$ cat src/design/tccw_pkg.sv
// shared constants and helpers for the text console cell writer
// no dependencies; used by the interfaces, the top level and the checker
package tccw_pkg;

  localparam int MODE_W      = 2;
  localparam int CHAR_W      = 8;
  localparam int NUM_W       = 32;
  localparam int ADDR_W      = 11;
  localparam int WORD_W      = 16;
  localparam int COLOR_W     = 8;
  localparam int NIB_W       = 4;
  localparam int DIGITS      = 10;
  localparam int BCD_W       = DIGITS * NIB_W;
  localparam int DCNT_W      = $clog2(DIGITS + 1);
  localparam int BCNT_W      = $clog2(NUM_W);
  // holds row*COLUMNS+column for the largest screen (255 x 255)
  localparam int WIDE_ADDR_W = 16;

  localparam logic [MODE_W-1:0]  MODE_CHAR   = 2'd0;
  localparam logic [MODE_W-1:0]  MODE_DEC    = 2'd1;
  localparam logic [MODE_W-1:0]  MODE_HEX    = 2'd2;
  localparam logic [CHAR_W-1:0]  NEWLINE     = 8'd10;
  localparam logic [COLOR_W-1:0] RESET_COLOR = 8'd7;
  localparam logic [CHAR_W-1:0]  GLYPH_ZERO  = 8'h30;
  localparam logic [CHAR_W-1:0]  GLYPH_A     = 8'h41;
  localparam logic [NIB_W-1:0]   TEN         = 4'd10;

  // upper-case hex glyph of one nibble
  function automatic logic [CHAR_W-1:0] digit_glyph(input logic [NIB_W-1:0] d);
    logic [CHAR_W-1:0] g;
    if (d < TEN) begin
      g = GLYPH_ZERO + CHAR_W'(d);
    end else begin
      g = GLYPH_A + CHAR_W'(d - TEN);
    end
    return g;
  endfunction

endpackage

$ cat src/design/tccw_if.sv
// valid/ready channel interfaces: command, cell write and color register
// depends on tccw_pkg
interface tccw_cmd_if;
  import tccw_pkg::*;
  logic                valid;
  logic                ready;
  logic [MODE_W-1:0]   mode;
  logic [CHAR_W-1:0]   char_code;
  logic [NUM_W-1:0]    number;
  modport source (output valid, mode, char_code, number, input ready);
  modport sink   (input valid, mode, char_code, number, output ready);
endinterface

interface tccw_cell_if;
  import tccw_pkg::*;
  logic                valid;
  logic                ready;
  logic [ADDR_W-1:0]   cell_address;
  logic [WORD_W-1:0]   cell_word;
  logic                last;
  modport source (output valid, cell_address, cell_word, last, input ready);
  modport sink   (input valid, cell_address, cell_word, last, output ready);
endinterface

interface tccw_cfg_if;
  import tccw_pkg::*;
  logic                valid;
  logic                ready;
  logic [COLOR_W-1:0]  text_color;
  modport source (output valid, text_color, input ready);
  modport sink   (input valid, text_color, output ready);
endinterface

$ cat src/design/text_console_cell_writer.sv
// channel | direction | carries
// cmd     | in        | mode, char_code, number
// cells   | out       | cell_address, cell_word, last
// cfg     | in        | text_color register write
//
// a character is accepted and then its cell is written; a number is accepted,
// then its leading zero digits are skipped, keeping at least one digit (hex has
// two to nine of them, decimal up to nine), then its digits are written msd first;
// decimal first runs bit-serial binary to bcd conversion before the skip
// (one bit per cycle)
// the cell output register sets the pace of digit writes: one per cycle
// while cells.ready is high, holding while it is low
// rst (synchronous) puts the cursor at 0,0 and the color at 7
// depends on tccw_pkg and the channel interfaces in tccw_if.sv
module text_console_cell_writer #(
  parameter int COLUMNS = 80,
  parameter int ROWS    = 25
) (
  input  logic           clk,
  input  logic           rst,
  tccw_cmd_if.sink       cmd,
  tccw_cell_if.source    cells,
  tccw_cfg_if.sink       cfg
);
  import tccw_pkg::*;

  localparam int COL_W = (COLUMNS > 1) ? $clog2(COLUMNS) : 1;
  localparam int ROW_W = (ROWS > 1) ? $clog2(ROWS) : 1;

  // sequencer codes
  localparam logic [1:0] S_IDLE = 2'd0;
  localparam logic [1:0] S_CONV = 2'd1;  // double dabble, one bit a cycle
  localparam logic [1:0] S_SKIP = 2'd2;  // drop leading zero digits
  localparam logic [1:0] S_EMIT = 2'd3;  // one digit written a cycle while the output register is free

  logic [1:0]             state;
  logic [COLOR_W-1:0]     color;
  logic [COL_W-1:0]       col;
  logic [ROW_W-1:0]       row;
  logic [WIDE_ADDR_W-1:0] addr;

  // digit datapath: bcd holds digits msd first, bin feeds conversion bits
  logic [BCD_W-1:0]       bcd;
  logic [BCD_W-1:0]       bcd_adj;
  logic [NUM_W-1:0]       bin;
  logic [BCNT_W-1:0]      bit_cnt;
  logic [DCNT_W-1:0]      dig_cnt;
  logic                   is_char;
  logic [CHAR_W-1:0]      char_reg;

  // cell output register
  logic                   cell_valid;
  logic [ADDR_W-1:0]      out_addr;
  logic [WORD_W-1:0]      out_word;
  logic                   out_last;

  // cursor moves
  logic [COL_W-1:0]       adv_col;
  logic [ROW_W-1:0]       adv_row;
  logic [WIDE_ADDR_W-1:0] adv_addr;
  logic [ROW_W-1:0]       nl_row;
  logic [WIDE_ADDR_W-1:0] nl_addr;
  logic                   at_bottom;
  logic                   at_line_end;
  logic [NIB_W-1:0]       top_digit;
  logic [CHAR_W-1:0]      glyph;
  logic                   emit_go;

  assign cmd.ready          = (state == S_IDLE);
  assign cfg.ready          = 1'b1;
  assign cells.valid        = cell_valid;
  assign cells.cell_address = out_addr;
  assign cells.cell_word    = out_word;
  assign cells.last         = out_last;

  assign at_bottom   = (row == ROW_W'(ROWS - 1));
  assign at_line_end = (col == COL_W'(COLUMNS - 1));
  assign top_digit   = bcd[BCD_W-1 -: NIB_W];
  assign glyph       = is_char ? char_reg : digit_glyph(top_digit);
  // output register free, or being emptied this cycle
  assign emit_go     = !cell_valid || cells.ready;

  // add 3 to every digit of 5 or more before the shift
  always_comb begin
    for (int i = 0; i < DIGITS; i++) begin
      if (bcd[i*NIB_W +: NIB_W] >= 4'd5) begin
        bcd_adj[i*NIB_W +: NIB_W] = bcd[i*NIB_W +: NIB_W] + 4'd3;
      end else begin
        bcd_adj[i*NIB_W +: NIB_W] = bcd[i*NIB_W +: NIB_W];
      end
    end
  end

  // cursor after one written cell, and after a newline
  always_comb begin
    if (at_line_end) begin
      adv_col = '0;
      adv_row = at_bottom ? '0 : row + 1'b1;
    end else begin
      adv_col = col + 1'b1;
      adv_row = row;
    end
    // addr+1 also covers the line wrap; only the screen wrap returns to 0
    adv_addr = (at_line_end && at_bottom) ? '0 : addr + 1'b1;
    nl_row   = at_bottom ? '0 : row + 1'b1;
    nl_addr  = at_bottom ? '0
             : addr - WIDE_ADDR_W'(col) + WIDE_ADDR_W'(COLUMNS);
  end

  always_ff @(posedge clk) begin
    if (rst) begin
      state      <= S_IDLE;
      color      <= RESET_COLOR;
      col        <= '0;
      row        <= '0;
      addr       <= '0;
      cell_valid <= 1'b0;
    end else begin
      if (cfg.valid && cfg.ready) begin
        color <= cfg.text_color;
      end
      // in the emit state the register is refilled instead
      if (cell_valid && cells.ready && state != S_EMIT) begin
        cell_valid <= 1'b0;
      end
      unique case (state)
        S_IDLE: begin
          if (cmd.valid) begin
            priority if (cmd.mode == MODE_CHAR) begin
              if (cmd.char_code == NEWLINE) begin
                // newline: no cell, cursor to start of next row
                col  <= '0;
                row  <= nl_row;
                addr <= nl_addr;
              end else begin
                is_char  <= 1'b1;
                char_reg <= cmd.char_code;
                dig_cnt  <= DCNT_W'(1);
                state    <= S_EMIT;
              end
            end else if (cmd.mode == MODE_DEC) begin
              is_char <= 1'b0;
              bin     <= cmd.number;
              bcd     <= '0;
              bit_cnt <= '0;
              state   <= S_CONV;
            end else if (cmd.mode == MODE_HEX) begin
              // hex digits are the number's nibbles, top ones zero
              is_char <= 1'b0;
              bcd     <= BCD_W'(cmd.number);
              dig_cnt <= DCNT_W'(DIGITS);
              state   <= S_SKIP;
            end else begin
              // unused mode: taken and dropped
              state <= S_IDLE;
            end
          end
        end
        S_CONV: begin
          {bcd, bin} <= {bcd_adj[BCD_W-2:0], bin, 1'b0};
          bit_cnt    <= bit_cnt + 1'b1;
          if (bit_cnt == BCNT_W'(NUM_W - 1)) begin
            dig_cnt <= DCNT_W'(DIGITS);
            state   <= S_SKIP;
          end
        end
        S_SKIP: begin
          // keep at least one digit so zero prints as 0
          if (top_digit == '0 && dig_cnt > DCNT_W'(1)) begin
            bcd     <= {bcd[BCD_W-NIB_W-1:0], {NIB_W{1'b0}}};
            dig_cnt <= dig_cnt - 1'b1;
          end else begin
            state <= S_EMIT;
          end
        end
        S_EMIT: begin
          if (emit_go) begin
            cell_valid <= 1'b1;
            out_addr   <= addr[ADDR_W-1:0];
            out_word   <= {color, glyph};
            out_last   <= (dig_cnt == DCNT_W'(1));
            col        <= adv_col;
            row        <= adv_row;
            addr       <= adv_addr;
            bcd        <= {bcd[BCD_W-NIB_W-1:0], {NIB_W{1'b0}}};
            dig_cnt    <= dig_cnt - 1'b1;
            if (dig_cnt == DCNT_W'(1)) begin
              state <= S_IDLE;
            end
          end else if (cell_valid && cells.ready) begin
            cell_valid <= 1'b0;
          end
        end
        default: begin
          state <= S_IDLE;
        end
      endcase
    end
  end

endmodule

$ cat src/flat_wrapper.sv
// flat-port wrapper written by rule: the top's interface ports become plain ports
module text_console_cell_writer_flat import tccw_pkg::*;
#(
  parameter int COLUMNS = 80,
  parameter int ROWS    = 25
)
  (clk, rst, cmd_valid, cmd_mode, cmd_char_code, cmd_number, cmd_ready, cells_valid, cells_cell_address, cells_cell_word, cells_last, cells_ready, cfg_valid, cfg_text_color, cfg_ready);
  tccw_cmd_if cmd_i ();
  tccw_cell_if cells_i ();
  tccw_cfg_if cfg_i ();
  input  logic clk;
  input  logic rst;
  input wire logic [$bits(cmd_i.valid)-1:0] cmd_valid;
  input wire logic [$bits(cmd_i.mode)-1:0] cmd_mode;
  input wire logic [$bits(cmd_i.char_code)-1:0] cmd_char_code;
  input wire logic [$bits(cmd_i.number)-1:0] cmd_number;
  output wire logic [$bits(cmd_i.ready)-1:0] cmd_ready;
  output wire logic [$bits(cells_i.valid)-1:0] cells_valid;
  output wire logic [$bits(cells_i.cell_address)-1:0] cells_cell_address;
  output wire logic [$bits(cells_i.cell_word)-1:0] cells_cell_word;
  output wire logic [$bits(cells_i.last)-1:0] cells_last;
  input wire logic [$bits(cells_i.ready)-1:0] cells_ready;
  input wire logic [$bits(cfg_i.valid)-1:0] cfg_valid;
  input wire logic [$bits(cfg_i.text_color)-1:0] cfg_text_color;
  output wire logic [$bits(cfg_i.ready)-1:0] cfg_ready;
  assign cmd_i.valid = cmd_valid;
  assign cmd_i.mode = cmd_mode;
  assign cmd_i.char_code = cmd_char_code;
  assign cmd_i.number = cmd_number;
  assign cmd_ready = cmd_i.ready;
  assign cells_valid = cells_i.valid;
  assign cells_cell_address = cells_i.cell_address;
  assign cells_cell_word = cells_i.cell_word;
  assign cells_last = cells_i.last;
  assign cells_i.ready = cells_ready;
  assign cfg_i.valid = cfg_valid;
  assign cfg_i.text_color = cfg_text_color;
  assign cfg_ready = cfg_i.ready;
  text_console_cell_writer #(.COLUMNS(COLUMNS), .ROWS(ROWS)) u_core (.clk(clk), .rst(rst), .cmd(cmd_i), .cells(cells_i), .cfg(cfg_i));
endmodule
$ cat config.mk
export PLATFORM = sky130hd
export DESIGN_NAME = text_console_cell_writer_flat
export DESIGN_NICKNAME = d
export VERILOG_FILES = /design/src/design/tccw_pkg.sv /design/src/design/tccw_if.sv /design/src/design/text_console_cell_writer.sv /design/src/flat_wrapper.sv
export SDC_FILE = /design/constraint.sdc
export NUM_CORES = 1
export LEC_CHECK = 0
export ABC_AREA = 1
export BUFFER_PORTS_ARGS = -buffer_cell sky130_fd_sc_hd__buf_2
export CORE_MARGIN = 2
export CORE_UTILIZATION = 45
export CTS_BUF_LIST = sky130_fd_sc_hd__clkbuf_8
export DETAILED_ROUTE_END_ITERATION = 6
export PLACE_DENSITY = 0.67
export SYNTH_ARGS = -nofsm -noshare
export SYNTH_HDL_FRONTEND = slang
export SYNTH_SLANG_ARGS = --single-unit
$ cat constraint.sdc
create_clock -name clk -period 5.9 [get_ports clk]
set_clock_uncertainty 0.15 [all_clocks]
set_input_delay 0.59 -clock clk [delete_from_list [all_inputs] [get_ports clk]]
set_output_delay 0.59 -clock clk [all_outputs]
set_load 0.03 [all_outputs]
; ---- Word-level counts from Yosys, hierarchy flattened
; Index checks and enable logic that the tools add are counted.
[classes]
reduce_logical = 21
muxes = 74
bitwise = 2
n_addsub = 20
eq_ne = 27
order_cmp = 12
[op_table]
columns = operator, n
row1 = two-way mux 40 bit, 6
row2 = case mux 40 bit (4 select lines), 1
row3 = two-way mux 16 bit, 6
row4 = two-way mux 32 bit, 3
row5 = two-way mux 4 bit, 17
row6 = case mux 32 bit (2 select lines), 1
row7 = two-way mux 5 bit, 9
row8 = "greater-or-equal comparator 4 x 3 -> 1 bit, second input constant", 10
row9 = "adder 4 x 2 -> 4 bit, second input constant", 9
row10 = two-way mux 7 bit, 5
row11 = case mux 16 bit (2 select lines), 1
row12 = case mux 5 bit (2 select lines), 2
row13 = AND reduction 5 bit, 4
row14 = two-way mux 2 bit, 9
row15 = AND reduction 6 bit, 3
row16 = "adder 16 x 1 -> 16 bit, second input constant", 1
row17 = "adder 16 x 7 -> 16 bit, second input constant", 1
row18 = two-way mux 8 bit, 2
row19 = "!= test 2 x 1 -> 1 bit, second input constant", 8
row20 = case mux 4 bit (4 select lines), 1
row21 = subtractor 16 x 7 -> 16 bit, 1
row22 = case mux 7 bit (2 select lines), 1
row23 = "adder 5 x 1 -> 5 bit, second input constant", 2
row24 = "== test 5 bit, second input constant", 2
row25 = other kinds (30), 51
[totals]
word_cells = 171
ff_bits = 157
output_inout_bits = 31

; ---- Depth between registers and ports, before layout
[depth]
word_depth = 7
ltp_mapped = 13
mapped_depth_nobuf = 13

; ---- Worst setup path before layout
; No wires, ideal clock.
[synth_path]
kind = register -> register
start = register u_core.state[1]
end = register u_core.bin[0], enable pin
stages_incl_launch_ff = 7
t_required_ps = 5226
t_arrival_ps = 4949
slack_ps = 277
path_cell_list = dfxtp_1 inv_1 ha_1 nor2_1 clkbuf_1 a21oi_1 nor4_1
[synth_via]
elab_chain_len = 3
elab_cells_between_ends = 7
cone_classes = eq/ne (4) / reduce/logical (3)
[synth_lines]
columns = item, line_no
row1 = start: declaration, text_console_cell_writer.sv:36  ; logic [1:0] state;
row2 = start signal: assignment, text_console_cell_writer.sv:112  ; state <= S_IDLE;
row3 = start signal: assignment, text_console_cell_writer.sv:139  ; state <= S_EMIT;
row4 = start signal: assignment, text_console_cell_writer.sv:146  ; state <= S_CONV;
row5 = logical NOT 2 bit (*), --
row6 = named net cmd_ready, flat_wrapper.sv:17  ; output wire logic [$bits(cmd_i.ready)-1:0] cmd_ready;
row7 = != test 2 bit (no line) (tied with other cells), --
row8 = AND reduction 5 bit (no line) (*), --
row9 = end signal: assignment, text_console_cell_writer.sv:143  ; bin <= cmd.number;
row10 = end signal: assignment, text_console_cell_writer.sv:160  ; {bcd, bin} <= {bcd_adj[BCD_W-2:0], bin, 1'b0};
row11 = end: declaration, text_console_cell_writer.sv:45  ; logic [NUM_W-1:0] bin;
; Mark *: on every way through the listed nets, which the timed path passes. The rest lies on a longest branch.
; A chain may end at the register's enable or synchronous reset.

; ---- Final worst setup path
[layout_path]
start = register u_core.state[0]
end = register u_core.bcd[27], enable pin
[layout_via]
elab_chain_len = 3
elab_cells_between_ends = 9
cone_classes = eq/ne (7) / reduce/logical (2)
[layout_lines]
columns = item, line_no
row1 = == test 2 bit / logical NOT 2 bit (equally long branches), text_console_cell_writer.sv:126  ; unique case (state)
row2 = != test 2 x 1 -> 1 bit (no line) (tied with other cells), --
row3 = AND reduction 6 bit (no line) (*), --
row4 = end signal: assignment, text_console_cell_writer.sv:150  ; bcd <= BCD_W'(cmd.number);
row5 = end signal: assignment, text_console_cell_writer.sv:160
row6 = end signal: assignment, text_console_cell_writer.sv:170  ; bcd <= {bcd[BCD_W-NIB_W-1:0], {NIB_W{1'b0}}};
row7 = end: declaration, text_console_cell_writer.sv:43  ; logic [BCD_W-1:0] bcd;
; Mark *: on every way between the ends. The rest lies on a longest branch, timed or not.

==> results.toml <==
[outcome]
status = "completed"

[power_and_ir_drop]
power_frac_seq = 0.430
power_frac_comb = 0.354
power_density_nw_per_um2 = 382.9
ir_worst_vdd_mv = 0.2107
switchingPower_mw = 1.411
intPower_mw = 2.245
clock_power_share = 0.216
p_leak_nw = 4.086
swShare = 0.3860

[drt]
dr.pass1.iters = 5
antenna_left = 0
via_count = 6799
drt_iter0_markers = 657
viasPerCell = 5.206
wirelength_um = 19220
wl_per_cell_um = 14.72
drc = 0

[synthesis]
ys_seq_area_frac = 0.4963
ys_ff_latch = 152
synth_cells = 977
syn_area_per_cell_um2 = 8.711
synth_edf_count = 118
synth-async-reset-ratio = 0
yosys_warnings = 0
syn_area_um2 = 8511
synth_fp_nets = 1089
synth_top_flop_cell = "edfxtp_1"
synth_cell_types = 40

[timing]
setup_viol = 0
tns_ns = 0
fin_crit_ns = 3.347
tightest_slew_ns = 1.189
rsz0062_at_grt = "no"
drv_slew = 0
slew_headroom = 0.2056
min_period_over_period = 0.5673
hold_viol = 0
timing.fmax_ghz = 0.2988

[grt]
grt_max_degree = 69
grt_pass1_wl_um = 31700
grt_pass1_vias = 6491
grt_antenna_before_repair = 0
overflow = 0
grt_usage = 0.1990

[floorplanning]
die-area_um2 = 20030
core_area_um2 = 18640
ios = 86
die_h_um = 141.5
start_util = 0.4565
die_w_um = 141.5
placementRows = 50

[cells_and_area]
design_area_um2 = 9550
diodes = 0
syn_to_final_growth_pct = 12.22
fillers = 1776
largest_reg_flops = 40
drive_gt1_frac = 0.1297
stdcell_count = 1306
layout.nets = 1171
largest-register = "u_core.bcd"

[clocking]
ctsResizeCount = 0
numCtsBuffers = 17
htree_levels = 4
clk_pin_slew_worst_paths_ns = 0.08
cts.sinks = 152
cts_hold_buf = 0
post_cts_buffers = 0
clk_latency_ns = 0.46
cts-root-buf = "clkbuf_8"
clockBufferDepth = 2
cts_tree = "built"

[critical_path]
crit_type = "flop to flop"
setup.worst_path.start = "u_core.state[0]"
start_kind = "flop"
end_kind = "flop"
crit_fanout = 31
r2r-start = "u_core.state[0]"
cp.arrival_ns = 3.33
crit_required_ns = 5.88

[place]
hpwl_um = 13830
placed_cells = 1274
gp_congestion = 0.8144
place_area_um2 = 9165
portBuffers = 84

[hold_path]
hp-class = "primary input to flop"
min_from = "cmd_char_code[4]"

[run]
drv_cap = 0
[placed cells by master (no fill, tap or decap), drive strengths merged, types with 20 or more instances in the layout]
cell / n
ha: 56
xor2: 20
nand3: 51
o21ai: 91
nor2: 100
o221ai: 25
buf: 91
inv: 156
a21oi: 57
nand2: 192
dfxtp: 34
edfxtp: 118
[cell usage after synthesis (3+ instances only)]
cell type | number | area [um^2]
o22ai_1 | 12 | 75.07
ha_1 | 56 | 700.7
nand2_1 | 190 | 713.2
xor2_1 | 20 | 175.2
inv_1 | 145 | 544.3
inv_2 | 5 | 18.77
o21bai_1 | 6 | 45.04
o21ai_1 | 6 | 30.03
nor3_1 | 6 | 30.03
clkbuf_1 | 22 | 82.58
o32ai_1 | 3 | 26.28
dfxtp_1 | 34 | 680.7
xnor2_1 | 5 | 43.79
o221ai_1 | 25 | 219.0
edfxtp_1 | 118 | 3543
nor2_1 | 99 | 371.6
o21ai_0 | 85 | 425.4
nand4_1 | 6 | 37.54
a21oi_1 | 57 | 285.3
nand3_1 | 51 | 255.2
[layer usage]
layer	global-route usage	share of wire	up-vias
li1	-	-	3457
met1	0.2783	0.47	3114
met2	0.3173	0.45	211
met3	0.04354	0.067	17
met4	0.04895	0.011	0
met5	0	0	-
[cell families (layout without fill, tap and decap cells)]
family | Yosys count | count (layout) | synth area share
compound gates | 198 | 198 | 0.1339
fa+ha+maj | 57 | 57 | 0.08468
buf+inv | 178 | 273 | 0.08145
xor+xnor | 25 | 25 | 0.02573
other cells | 1 | 1 | 0.0004406
flops | 152 | 152 | 0.4963
simple gates | 366 | 366 | 0.1774
[area by class of cell]
class | instances | area, um^2 | area share
clock buffers | 17 | 234.0 | 0.02450
well taps | 234 | 292.8 | 0.03066
flip-flops and latches | 152 | 4224 | 0.4423
inverters | 150 | 563.0 | 0.05895
repair buffers | 91 | 473.0 | 0.04952
clock inverters | 15 | 151.4 | 0.01585
multi-input cells | 647 | 3612 | 0.3782
[worst paths after layout]
kind | endpoint | slack [ns] | cells after the start
max | u_core.bcd[27] | 2.55 | 8
min | u_core.char_reg[4] | 0.18 | 1
max reg2reg | u_core.bcd[27] | 2.55 | 8
min reg2reg | u_core.cells.cell_word[11] | 0.28 | 0
[per-stage QoR]
| stage | power, mW | utilization | hold slack, ns | setup WS [ns] |
|---|---|---|---|---|
| after detailed placement | 2.880 | 0.4916 | 0.2653 | 2.589 |
| after floorplan | 2.538 | - | 0.2529 | 0.2766 |
| after CTS | 3.671 | 0.5123 | 0.1680 | 2.569 |
| after global placement | 2.855 | 0.4916 | 0.2535 | 2.690 |
| after global routing | 3.932 | 0.5123 | 0.1598 | 2.308 |
| final | 3.656 | 0.5123 | 0.1789 | 2.553 |
[worst max-delay path, cell delays in order (launching register included)]
cell	delay, ns
dfxtp_1	0.41
inv_1	0.09
ha_1	0.47
inv_2	0.24
nor2_1	0.14
inv_1	0.79
nor2_1	0.11
nor3_2	0.26
buf_4	0.35
[power groups by stage]
| stage | clock network, mW | logic, mW | registers, mW |
|---|---|---|---|
| finish | 0.789 | 1.29 | 1.57 |
| global route | 0.854 | 1.48 | 1.60 |
| CTS | 0.806 | 1.29 | 1.57 |
| detailed placement | 0 | 1.29 | 1.59 |
| global placement | 0 | 1.26 | 1.59 |
| floorplan | 0 | 0.952 | 1.59 |
No activity file was read; power rests on OpenSTA's default activity.
